## src/rtl/psqm_pkg.sv

```systemverilog
// ----------------------------------------------------------------------------
// psqm_pkg
// Shared types and codes for the process state queue manager: field widths,
// command and status codes, and the queue control bundle.
// ----------------------------------------------------------------------------
package psqm_pkg;

    // Field widths
    localparam int ID_W    = 4;
    localparam int NUM_IDS = 1 << ID_W;
    localparam int OP_W    = 3;
    localparam int ST_W    = 3;
    localparam int CNT_W   = 5;
    localparam int IN_W    = 8;
    localparam int OUT_W   = 24;

    // Command codes
    localparam logic [OP_W-1:0] OP_PRE_READY   = 3'd0;
    localparam logic [OP_W-1:0] OP_PRE_RUN     = 3'd1;
    localparam logic [OP_W-1:0] OP_TIMEOUT     = 3'd2;
    localparam logic [OP_W-1:0] OP_BLOCK       = 3'd3;
    localparam logic [OP_W-1:0] OP_WAKEUP      = 3'd4;
    localparam logic [OP_W-1:0] OP_PRE_BLOCKED = 3'd5;

    // Status codes
    localparam logic [ST_W-1:0] ST_OK       = 3'd0;
    localparam logic [ST_W-1:0] ST_NORUN    = 3'd1;
    localparam logic [ST_W-1:0] ST_BLKEMPTY = 3'd2;
    localparam logic [ST_W-1:0] ST_USED     = 3'd3;
    localparam logic [ST_W-1:0] ST_FULL     = 3'd4;

    // Control bundle from the sequencer to one queue
    typedef struct packed {
        logic issue;   // read the head entry into the read register
        logic push;    // write at the tail
        logic pop;     // advance the head
    } t_q_ctl;

endpackage

```

## src/rtl/psqm_queue.sv

```systemverilog
// ----------------------------------------------------------------------------
// psqm_queue
// Circular id queue held in a synchronous memory with a registered read
// port. Head, tail and fill registers track the occupied entries.
// ----------------------------------------------------------------------------
module psqm_queue #(
    parameter int NUM_PROCS = 16,
    parameter int FILL_W    = $clog2(NUM_PROCS + 1)
) (
    input  logic                  i_clk,
    input  logic                  i_rst_n,
    input  psqm_pkg::t_q_ctl      i_ctl,
    input  logic [psqm_pkg::ID_W-1:0] i_push_id,
    output logic [psqm_pkg::ID_W-1:0] o_head_id,
    output logic [FILL_W-1:0]     o_fill,
    output logic                  o_empty,
    output logic                  o_full
);
    import psqm_pkg::*;

    localparam int PTR_W = $clog2(NUM_PROCS);

    logic [ID_W-1:0]  r_mem [NUM_PROCS];
    logic [ID_W-1:0]  r_rd_data;
    logic [PTR_W-1:0] r_head, n_head;
    logic [PTR_W-1:0] r_tail, n_tail;
    logic [FILL_W-1:0] r_fill, n_fill;

    // Write at the tail, read the head into the read register
    always_ff @(posedge i_clk) begin
        if (i_ctl.push) begin
            r_mem[r_tail] <= i_push_id;
        end
        if (i_ctl.issue) begin
            r_rd_data <= r_mem[r_head];
        end
    end

    // Advance pointers with wrap at the queue depth
    always_comb begin
        n_head = r_head;
        n_tail = r_tail;
        n_fill = r_fill;
        if (i_ctl.pop) begin
            n_head = (r_head == PTR_W'(NUM_PROCS - 1)) ? '0 : r_head + 1'b1;
        end
        if (i_ctl.push) begin
            n_tail = (r_tail == PTR_W'(NUM_PROCS - 1)) ? '0 : r_tail + 1'b1;
        end
        if (i_ctl.push && !i_ctl.pop) begin
            n_fill = r_fill + 1'b1;
        end else if (i_ctl.pop && !i_ctl.push) begin
            n_fill = r_fill - 1'b1;
        end
    end

    always_ff @(posedge i_clk) begin
        if (!i_rst_n) begin
            r_head <= '0;
            r_tail <= '0;
            r_fill <= '0;
        end else begin
            r_head <= n_head;
            r_tail <= n_tail;
            r_fill <= n_fill;
        end
    end

    assign o_head_id = r_rd_data;
    assign o_fill    = r_fill;
    assign o_empty   = (r_fill == '0);
    assign o_full    = (r_fill == FILL_W'(NUM_PROCS));

endmodule

```

## src/rtl/psqm_ctrl.sv

```systemverilog
// ----------------------------------------------------------------------------
// psqm_ctrl
// Command sequencer: takes a request, reads both queue heads, then decides
// the moves, updates the running slot and the id map and loads the status.
// ----------------------------------------------------------------------------
module psqm_ctrl #(
    parameter int NUM_PROCS = 16
) (
    input  logic                      i_clk,
    input  logic                      i_rst_n,
    // command side
    input  logic                      i_cmd_valid,
    output logic                      o_cmd_ready,
    input  logic [psqm_pkg::OP_W-1:0] i_op,
    input  logic [psqm_pkg::ID_W-1:0] i_proc_id,
    // result side
    output logic                      o_res_valid,
    input  logic                      i_res_ready,
    output logic [psqm_pkg::ST_W-1:0] o_status,
    output logic                      o_running_valid,
    output logic [psqm_pkg::ID_W-1:0] o_running_pid,
    // ready queue
    output psqm_pkg::t_q_ctl          o_rdy_ctl,
    output logic [psqm_pkg::ID_W-1:0] o_rdy_push_id,
    input  logic [psqm_pkg::ID_W-1:0] i_rdy_head,
    input  logic                      i_rdy_empty,
    input  logic                      i_rdy_full,
    // blocked queue
    output psqm_pkg::t_q_ctl          o_blk_ctl,
    output logic [psqm_pkg::ID_W-1:0] o_blk_push_id,
    input  logic [psqm_pkg::ID_W-1:0] i_blk_head,
    input  logic                      i_blk_empty,
    input  logic                      i_blk_full
);
    import psqm_pkg::*;

    localparam logic S_IDLE = 1'b0;
    localparam logic S_EXEC = 1'b1;

    logic            r_state, n_state;
    logic [OP_W-1:0] r_op;
    logic [ID_W-1:0] r_pid;
    logic [ST_W-1:0] r_status, n_status;
    logic            r_out_valid, n_out_valid;
    logic            r_run_busy, n_run_busy;
    logic [ID_W-1:0] r_run_slot, n_run_slot;
    logic [NUM_IDS-1:0] r_used, n_used;

    logic cmd_acc;
    logic commit;
    logic id_bad;
    logic set_used;
    logic rdy_push, rdy_pop, blk_push, blk_pop;

    assign cmd_acc = i_cmd_valid && o_cmd_ready;
    assign commit  = (r_state == S_EXEC) && (!r_out_valid || i_res_ready);
    assign id_bad  = (int'(r_pid) >= NUM_PROCS) || r_used[r_pid];

    // Hold the command for the decision cycle
    always_ff @(posedge i_clk) begin
        if (cmd_acc) begin
            r_op  <= i_op;
            r_pid <= i_proc_id;
        end
    end

    // Decide the moves from the command and the queue heads
    always_comb begin
        n_status      = ST_OK;
        n_run_busy    = r_run_busy;
        n_run_slot    = r_run_slot;
        set_used      = 1'b0;
        rdy_push      = 1'b0;
        rdy_pop       = 1'b0;
        blk_push      = 1'b0;
        blk_pop       = 1'b0;
        o_rdy_push_id = r_pid;
        o_blk_push_id = r_pid;
        unique case (r_op)
            OP_PRE_READY: begin
                if (id_bad) begin
                    n_status = ST_USED;
                end else if (i_rdy_full) begin
                    n_status = ST_FULL;
                end else begin
                    rdy_push = 1'b1;
                    set_used = 1'b1;
                end
            end
            OP_PRE_RUN: begin
                if (id_bad) begin
                    n_status = ST_USED;
                end else if (r_run_busy) begin
                    n_status = ST_FULL;
                end else begin
                    n_run_busy = 1'b1;
                    n_run_slot = r_pid;
                    set_used   = 1'b1;
                end
            end
            OP_PRE_BLOCKED: begin
                if (id_bad) begin
                    n_status = ST_USED;
                end else if (i_blk_full) begin
                    n_status = ST_FULL;
                end else begin
                    blk_push = 1'b1;
                    set_used = 1'b1;
                end
            end
            OP_TIMEOUT: begin
                o_rdy_push_id = r_run_slot;
                if (!r_run_busy) begin
                    n_status = ST_NORUN;
                end else if (i_rdy_full) begin
                    n_status = ST_FULL;
                end else begin
                    // requeue and dispatch; an empty queue gives the same id back
                    rdy_push   = 1'b1;
                    rdy_pop    = 1'b1;
                    n_run_slot = i_rdy_empty ? r_run_slot : i_rdy_head;
                end
            end
            OP_BLOCK: begin
                o_blk_push_id = r_run_slot;
                if (!r_run_busy) begin
                    n_status = ST_NORUN;
                end else if (i_blk_full) begin
                    n_status = ST_FULL;
                end else begin
                    blk_push = 1'b1;
                    if (!i_rdy_empty) begin
                        rdy_pop    = 1'b1;
                        n_run_slot = i_rdy_head;
                    end else begin
                        n_run_busy = 1'b0;
                        n_run_slot = '0;
                    end
                end
            end
            OP_WAKEUP: begin
                o_rdy_push_id = i_blk_head;
                if (i_blk_empty) begin
                    n_status = ST_BLKEMPTY;
                end else if (i_rdy_full) begin
                    n_status = ST_FULL;
                end else begin
                    blk_pop  = 1'b1;
                    rdy_push = 1'b1;
                    // dispatch on an idle CPU; forward the woken id past an empty queue
                    if (!r_run_busy) begin
                        rdy_pop    = 1'b1;
                        n_run_busy = 1'b1;
                        n_run_slot = i_rdy_empty ? i_blk_head : i_rdy_head;
                    end
                end
            end
            default: begin
            end
        endcase
    end

    // Gate queue updates with the commit; reads go out with the request
    assign o_rdy_ctl = '{issue: cmd_acc, push: rdy_push && commit, pop: rdy_pop && commit};
    assign o_blk_ctl = '{issue: cmd_acc, push: blk_push && commit, pop: blk_pop && commit};

    // Sequence: accept, then decide once the result register is free
    always_comb begin
        n_state     = r_state;
        n_out_valid = r_out_valid;
        n_used      = r_used;
        if (r_out_valid && i_res_ready) begin
            n_out_valid = 1'b0;
        end
        unique case (r_state)
            S_IDLE: begin
                if (cmd_acc) begin
                    n_state = S_EXEC;
                end
            end
            S_EXEC: begin
                if (commit) begin
                    n_state     = S_IDLE;
                    n_out_valid = 1'b1;
                    if (set_used) begin
                        n_used[r_pid] = 1'b1;
                    end
                end
            end
            default: begin
                n_state = S_IDLE;
            end
        endcase
    end

    always_ff @(posedge i_clk) begin
        if (!i_rst_n) begin
            r_state     <= S_IDLE;
            r_out_valid <= 1'b0;
            r_run_busy  <= 1'b0;
            r_run_slot  <= '0;
            r_used      <= '0;
        end else begin
            r_state     <= n_state;
            r_out_valid <= n_out_valid;
            r_used      <= n_used;
            if (commit) begin
                r_run_busy <= n_run_busy;
                r_run_slot <= n_run_slot;
            end
        end
    end

    // Load the status with the commit
    always_ff @(posedge i_clk) begin
        if (commit) begin
            r_status <= n_status;
        end
    end

    assign o_cmd_ready     = (r_state == S_IDLE);
    assign o_res_valid     = r_out_valid;
    assign o_status        = r_status;
    assign o_running_valid = r_run_busy;
    assign o_running_pid   = r_run_busy ? r_run_slot : '0;

endmodule

```

## src/rtl/process_state_queue_manager_top.sv

```systemverilog
// ----------------------------------------------------------------------------
// process_state_queue_manager_top
// Three-state process tracker: ready queue, running slot, blocked queue.
//
//   Channel   Dir  Bus               Contents
//   command   in   s_axis (8 bits)   op, proc_id
//   result    out  m_axis (24 bits)  status, running_valid, running_pid,
//                                    ready_count, blocked_count
//
// A command is handled in two steps: reading both queue heads from their
// memories, then deciding and writing back; no new request is taken until
// the decision is made. The read register of each queue sets the read step.
// Reset clears pointers, fills, the running slot and the id map; queue
// memories are not cleared. A stalled result holds the decision cycle;
// the next request is still taken while a result waits.
// ----------------------------------------------------------------------------
module process_state_queue_manager_top #(
    parameter int NUM_PROCS = 16
) (
    input  logic                       i_clk,
    input  logic                       i_rst_n,
    input  logic                       i_s_axis_tvalid,
    output logic                       o_s_axis_tready,
    input  logic [psqm_pkg::IN_W-1:0]  i_s_axis_tdata,   // [2:0] op, [6:3] proc_id
    output logic                       o_m_axis_tvalid,
    input  logic                       i_m_axis_tready,
    output logic [psqm_pkg::OUT_W-1:0] o_m_axis_tdata    // [2:0] status, [3] running_valid,
                                                         // [7:4] running_pid,
                                                         // [12:8] ready_count,
                                                         // [17:13] blocked_count
);
    import psqm_pkg::*;

    localparam int FILL_W = $clog2(NUM_PROCS + 1);

    t_q_ctl            rdy_ctl, blk_ctl;
    logic [ID_W-1:0]   rdy_push_id, blk_push_id;
    logic [ID_W-1:0]   rdy_head, blk_head;
    logic [FILL_W-1:0] rdy_fill, blk_fill;
    logic              rdy_empty, rdy_full, blk_empty, blk_full;
    logic [ST_W-1:0]   status;
    logic              running_valid;
    logic [ID_W-1:0]   running_pid;

    psqm_ctrl #(.NUM_PROCS(NUM_PROCS)) u_ctrl (
        .i_clk           (i_clk),
        .i_rst_n         (i_rst_n),
        .i_cmd_valid     (i_s_axis_tvalid),
        .o_cmd_ready     (o_s_axis_tready),
        .i_op            (i_s_axis_tdata[OP_W-1:0]),
        .i_proc_id       (i_s_axis_tdata[OP_W+ID_W-1:OP_W]),
        .o_res_valid     (o_m_axis_tvalid),
        .i_res_ready     (i_m_axis_tready),
        .o_status        (status),
        .o_running_valid (running_valid),
        .o_running_pid   (running_pid),
        .o_rdy_ctl       (rdy_ctl),
        .o_rdy_push_id   (rdy_push_id),
        .i_rdy_head      (rdy_head),
        .i_rdy_empty     (rdy_empty),
        .i_rdy_full      (rdy_full),
        .o_blk_ctl       (blk_ctl),
        .o_blk_push_id   (blk_push_id),
        .i_blk_head      (blk_head),
        .i_blk_empty     (blk_empty),
        .i_blk_full      (blk_full)
    );

    psqm_queue #(.NUM_PROCS(NUM_PROCS), .FILL_W(FILL_W)) u_rdy_q (
        .i_clk     (i_clk),
        .i_rst_n   (i_rst_n),
        .i_ctl     (rdy_ctl),
        .i_push_id (rdy_push_id),
        .o_head_id (rdy_head),
        .o_fill    (rdy_fill),
        .o_empty   (rdy_empty),
        .o_full    (rdy_full)
    );

    psqm_queue #(.NUM_PROCS(NUM_PROCS), .FILL_W(FILL_W)) u_blk_q (
        .i_clk     (i_clk),
        .i_rst_n   (i_rst_n),
        .i_ctl     (blk_ctl),
        .i_push_id (blk_push_id),
        .o_head_id (blk_head),
        .o_fill    (blk_fill),
        .o_empty   (blk_empty),
        .o_full    (blk_full)
    );

    // Pack the result; counts stay put while a result waits
    assign o_m_axis_tdata = {
        {(OUT_W - ST_W - 1 - ID_W - 2*CNT_W){1'b0}},
        CNT_W'(blk_fill),
        CNT_W'(rdy_fill),
        running_pid,
        running_valid,
        status
    };

endmodule

```

## config.mk

```make
export PLATFORM = sky130hd
export DESIGN_NAME = process_state_queue_manager_top
export DESIGN_NICKNAME = d
export VERILOG_FILES = /design/src/rtl/psqm_pkg.sv /design/src/rtl/psqm_queue.sv /design/src/rtl/psqm_ctrl.sv /design/src/rtl/process_state_queue_manager_top.sv
export SDC_FILE = /design/constraint.sdc
export NUM_CORES = 1
export LEC_CHECK = 0
export ABC_AREA = 1
export BUFFER_PORTS_ARGS = -buffer_cell sky130_fd_sc_hd__buf_4
export CORE_AREA = 2 2 146 148
export DETAILED_ROUTE_END_ITERATION = 8
export DIE_AREA = 0 0 148 150
export GPL_TIMING_DRIVEN = 0
export HOLD_SLACK_MARGIN = 0.05
export PLACE_DENSITY = 0.63
export SKIP_LAST_GASP = 1
export SYNTH_ARGS = -nofsm -noshare
export SYNTH_HDL_FRONTEND = slang
export SYNTH_SLANG_ARGS = --single-unit
```

## constraint.sdc

```tcl
create_clock -name i_clk -period 4.2 [get_ports i_clk]
set_clock_uncertainty 0.05 [all_clocks]
set_input_delay 0.42 -clock i_clk [delete_from_list [all_inputs] [get_ports i_clk]]
set_output_delay 0.42 -clock i_clk [all_outputs]
set_load 0.01 [all_outputs]
```

* Word-level counts from Yosys, hierarchy flattened
Memories as Yosys holds them, arrays and structs flattened. A register that Yosys moved wholly into a read port is not among the register bits.
Index checks and enable logic that the tools add are counted.
W data, S select, Z words.
** Word-level totals
- Register bits :: 59
- RAM bits :: 128
- Bits of input ports :: 12
- Output and inout bits :: 26
- Word-level logic and storage cells :: 150
- Memories kept :: 2
** Operators by class
- Add/sub/neg operators :: 8
- Order comparisons :: 2
- Equality and inequality tests :: 21
- Multiplexer cells :: 73
- Bitwise operators :: 2
- Reduce and logical (&&, ||, !) cells :: 28
** Memory list
- u_blk_q.r_mem :: depth 16, bits a word 4, read ports 1, clocked after Yosys merged registers in 1, write ports 1, line psqm_queue.sv:23 : logic [ID_W-1:0] r_mem [NUM_PROCS];
- u_rdy_q.r_mem :: depth 16, bits a word 4, read ports 1, clocked after Yosys merged registers in 1, write ports 1, line psqm_queue.sv:23
** Operators with widths (number)
- $mux W4 :: 18
- $mux W1 :: 31
- $mux W3 :: 9
- $mux W5 :: 4
- $pmux W3 S6 :: 1
- $add A4 B1 Y4 const B :: 4
- $eq A4 B4 Y1 const B :: 4
- $ne A2 B2 Y1 const B :: 8
- $or A16 B16 Y16 :: 1
- $pmux W4 S4 :: 1
- $logic_and A1 B1 Y1 :: 12
- $pmux W1 S3 :: 4
- $reduce_and A12 Y1 :: 1
- $add A5 B1 Y5 const B :: 2
- $eq A5 B5 Y1 const B :: 2
- $logic_not A5 Y1 :: 2
- $sub A5 B1 Y5 const B :: 2
- $pmux W4 S2 :: 1
- $eq A3 B2 Y1 const B :: 2
- $eq A3 B3 Y1 const B :: 2
- $logic_not A1 Y1 :: 5
- $lt A4 B5 Y1 const B :: 1
- $reduce_and A5 Y1 :: 1
- $bmux W1 S4 :: 1
- 12 further kinds :: 15

* Depth between registers and ports, before layout
- Word-level depth :: 9
- Depth in mapped cells :: 23
- Depth with buffers taken out :: 22

* Hierarchy
A second synthesis with hierarchy kept.
** Unflattened totals
- Cells, all modules :: 1137
- Area, all modules :: 9791.9 um^2
** Modules (own cells, without submodules)
- psqm_queue (u_blk_q) :: times used 1, cells each 405, area an instance 3793.6 um^2, seq. area each 2302.2 um^2
- psqm_queue (u_rdy_q) :: times used 1, cells each 404, area an instance 3787.4 um^2, seq. area each 2302.2 um^2
- psqm_ctrl :: times used 1, cells each 320, area an instance 2154.6 um^2, seq. area each 760.7 um^2
- process_state_queue_manager_top :: times used 1, cells each 8, area an instance 56.3 um^2, seq. area each 0.0 um^2

* Worst setup path before layout
Ideal clock, no wire load.
- Path type :: flip-flop to flip-flop
- From :: reg u_ctrl.r_op[2]
- To :: reg u_blk_q.r_fill[4], in the netlist u_blk_q.o_fill[4]
- Library setup time :: 0.113 ns
- Arrival :: 2.675 ns
- Data required time :: 4.037 ns
- Slack :: 1.362 ns
- Cell stages (with the launch flop) :: 18
- Path buffers :: 1
- Period minus slack after synthesis :: 2.838 ns
- Cell sequence :: edfxtp_1 > inv_1 > nand2_1 > nor2_1 > clkbuf_1 > nand3_1 > nand2_2 > nand2_4 > inv_4 > ha_1 > inv_1 > ha_1 > a21o_1 > a31oi_1 > o21ai_0 > a21o_1 > nor2_1 > nor2_1
** RTL lines
- start: declaration :: line psqm_ctrl.sv:41 : logic [OP_W-1:0] r_op;
- start signal: assignment :: line psqm_ctrl.sv:62 : r_op <= i_op;
- end signal: assignment :: line psqm_queue.sv:65 : r_fill <= n_fill;
- end: declaration :: line psqm_queue.sv:27 : logic [FILL_W-1:0] r_fill, n_fill;

==> flow_summary_export.csv <==
group,metric,value,unit
run_status,status,"finished clean",
final_layout,nNetsFinal,1021,
global_route,overflow,0,
yosys,yosys-mux-area-fraction,1.53,%
timing,max_slew_margin,43.9,%
final_layout,num_antenna_cells,0,
cts,postCtsResizedCells,0,
placed_design,dp_hpwl,14900,um
global_route,grt_max_degree,21,
power_and_ir_drop,intPower,0.00306,W
die,fp-row-count,53,
drt,wirelength,20700,um
cts,cts_buffers,17,
timing,period_share,81.4,%
global_route,grt_antenna_before_repair,0,
min_path,hp-start,"i_s_axis_tdata[3]",
critical_path,rrSetupSlack,780,ps
cts,cts_setup_buffers,0,
yosys,synth.avg_cell_area,9.91,sq um
timing,finalHoldViolCount,0,
placed_design,port_buffers,30,
critical_path,cp-start-kind,"flop",
min_path,hp-class,"in -> reg",
critical_path,r2r-end,"u_blk_q.o_fill[4]$_SDFFE_PN0P_",
power_and_ir_drop,seqPwrFrac,52.1,%
critical_path,cp-end-kind,"flop",
timing,setup_viol,0,
cts,cts-root-buf,"clkbuf_16",
flow_run,cap_violations,0,
power_and_ir_drop,power_density,390,nW/um^2
drt,ant_nets,0,
placed_design,gp_congestion,0.897,
yosys,yosys_warnings,0,
cts,clock_sinks,195,
cts,htreeDepth,4,
die,die_area,22200,sq um
timing,finalSetupTns,0,ps
critical_path,critical_path_required,4530,ps
yosys,synthesis.area,9160,sq um
power_and_ir_drop,p_switching,0.00101,W
power_and_ir_drop,ir_worst_vdd,217,uV
critical_path,crit_fanout,10,
die,io_pins,38,
drt,via_per_inst,5.27,
yosys,synth_compound_area_share,10.9,%
yosys,synth_seq_cells,195,
die,start_util,44.3,%
global_route,grt_usage,19.1,%
power_and_ir_drop,power.leakage,3.90,nW
timing,tightest_slew,838,ps
critical_path,critical_path_class,"reg -> reg",
timing,maxSlewViolCount,0,
placed_design,dpl_cell_area,9800,sq um
final_layout,mostFrequentLayoutCell,"nor2_1",
final_layout,num-fill-cells,1923,
critical_path,rr_worst_depth,18,
drt,first_pass_iters,5,
die,core,20700,sq um
yosys,synthAdderAreaFrac,3.03,%
final_layout,fin_area,10400,sq um
critical_path,rr_startpoint,"u_ctrl.r_op[2]$_DFFE_PP_",
power_and_ir_drop,p_comb_share,7.1,%
power_and_ir_drop,total_power,0.00407,W
die,die_w,148,um
timing,rsz0062_at_grt,"false",
die,dieHeight,150,um
drt,drc,0,
timing,clock.fmax,292,MHz
global_route,grt_pass1_wl,32900,um
global_route,grt_pass1_vias,6271,
cts,cts.clk_slew.worst_paths,80,ps
yosys,synth_cells,925,
power_and_ir_drop,clockPowerShare,40.8,%
min_path,min_path_cells,1,
cts,ctsHoldBuffers,0,
cts,cts.path.max_buffers,2,
cts,clk_latency,440,ps
yosys,synth_top_family_by_area,"simple AND/OR/NAND/NOR gates",
final_layout,drive_above_1_share,12.6,%
yosys,synth-xor-area-share,0.765,%
drt,post_drt_wl_per_cell,16.2,um
cts,cts_tree,"built",
critical_path,crit_arrival,3750,ps
power_and_ir_drop,swShare,24.9,%
yosys,yosys.cell_types.count,45,
timing,post-route-min-period,3420,ps
drt,first_iter_violations,527,
drt,vias,6724,
final_layout,syn2layout_area_growth,13.9,%
final_layout,final_cell_mix,"nor2_1, edfxtp_1, nand2_1",
min_path,worstHoldEndpoint,"u_ctrl.r_pid[0]$_DFFE_PP_",
yosys,synth-seq-area-share,58.6,%
yosys,synth-simple-area-share,18.6,%
## final cells by class
cell class	instances	area (sq um)	area share [%]
flip-flops and latches	195	5370	51.4
multi-input cells	594	3210	30.8
repair buffers	39	304	2.91
clock inverters	15	184	1.76
plain buffers	45	236	2.27
inverters	96	368	3.52
clock buffers	17	425	4.08
well taps	275	344	3.30
## worst max-delay path by stage
| stage | startpoint | endpoint | slack [ps] | cells after the start |
|---|---|---|---|---|
| 3_3_place_gp | u_ctrl.r_op[2]$_DFFE_PP_ | u_blk_q.o_fill[4]$_SDFFE_PN0P_ | 900 | 18 |
| 2_1_floorplan | u_ctrl.r_op[2]$_DFFE_PP_ | u_blk_q.o_fill[4]$_SDFFE_PN0P_ | 1360 | 17 |
| 6_report | u_ctrl.r_op[2]$_DFFE_PP_ | u_blk_q.o_fill[4]$_SDFFE_PN0P_ | 780 | 18 |
| 3_5_place_dp | u_ctrl.r_op[2]$_DFFE_PP_ | u_blk_q.o_fill[4]$_SDFFE_PN0P_ | 820 | 17 |
| 4_1_cts | u_ctrl.r_op[2]$_DFFE_PP_ | u_blk_q.o_fill[4]$_SDFFE_PN0P_ | 810 | 18 |
| 5_1_grt | u_ctrl.r_op[2]$_DFFE_PP_ | u_blk_q.o_fill[4]$_SDFFE_PN0P_ | 380 | 18 |
## metal layers
| metal | vias to the layer above | part of all wire, % | track usage (%) |
|---|---|---|---|
| met5 | - | 0 | 0 |
| met4 | 0 | 1.8 | 6.05 |
| met3 | 32 | 5.0 | 3.51 |
| met2 | 199 | 47 | 30.9 |
| met1 | 3204 | 46 | 26.3 |
| li1 | 3289 | - | - |
## cells by family (layout without fill, tap and decap cells)
group	count (synthesis)	after routing
adders and majority gates	21	21
muxes	14	14
and+or+nand+nor	384	384
xor gates and xnor gates	8	8
DFF	195	195
other	1	6
AOI/OAI and AO/OA	161	161
buffers and inverters	141	212
## critical path, cell delays in order, from the launching register on
cell and delay, ps:
edfxtp_1 390, inv_1 170, nand2_1 90, nor2_1 280, clkbuf_1 370, nand3_1 140, nand2_2 160, nand2_4 90
inv_4 130, ha_1 190, inv_1 100, ha_1 340, a21o_1 190, a31oi_1 190, o21ai_0 110, a21o_1 170
nand2_1 60, nand2_1 40, nor2_1 90
## sequential cells by signal (all words and copies together) (netlist names), 5 cells and up
name,cells
u_blk_q.o_fill,5
u_blk_q.r_mem,64
u_ctrl.r_used,16
u_rdy_q.o_fill,5
u_rdy_q.r_mem,64
## power groups by stage
| stage | logic [W] | clock network (W) | registers, W |
|---|---|---|---|
| after detailed placement | 0.000283 | 0 | 0.00217 |
| final | 0.000290 | 0.00166 | 0.00212 |
| after floorplan | 0.000179 | 0 | 0.00217 |
| after global routing | 0.000320 | 0.00176 | 0.00212 |
| after CTS | 0.000284 | 0.00168 | 0.00212 |
| after global placement | 0.000272 | 0 | 0.00217 |
## cells in the mapped netlist (all sizes together)
cell type  count  share of area (%)
a211oi         3               0.25
nor2         161                6.8
o32ai         18                1.7
clkbuf        27                1.1
conb           1              0.041
fa             2               0.44
o22ai          1              0.068
nand2        143                6.6
ha            19                2.6
o31ai          1              0.082
a21oi         46                2.5
nand3         65                4.2
xor2           6               0.57
a21boi         1              0.082
a31oi          3               0.20
o21bai         1              0.082
mux2i         14                1.5
nand4          8               0.55
o21ai         57                3.2
edfxtp       146                 48
inv           96                4.0
o221ai        16                1.5
and3           1              0.068
a21o           3               0.25
nand3b         2               0.16
buf           18                1.5
or2            1              0.068
dfxtp         49                 11
xnor2          2               0.19
nor3           3               0.16
o211ai        11               0.96
## per-stage QoR
stage / std cells / util, % / setup slack [ps] / hold WS, ps
finish: 1276 / 50.5 / 779 / 99.5
global route: 1276 / 50.5 / 378 / 85.9
CTS: 1272 / 50.3 / 810 / 89.6
detailed placement: 1240 / 47.3 / 824 / 391
global placement: 1235 / 47.1 / 899 / 387
floorplan: 930 / - / 1360 / 380
No activity file was read; power rests on OpenSTA's default activity.
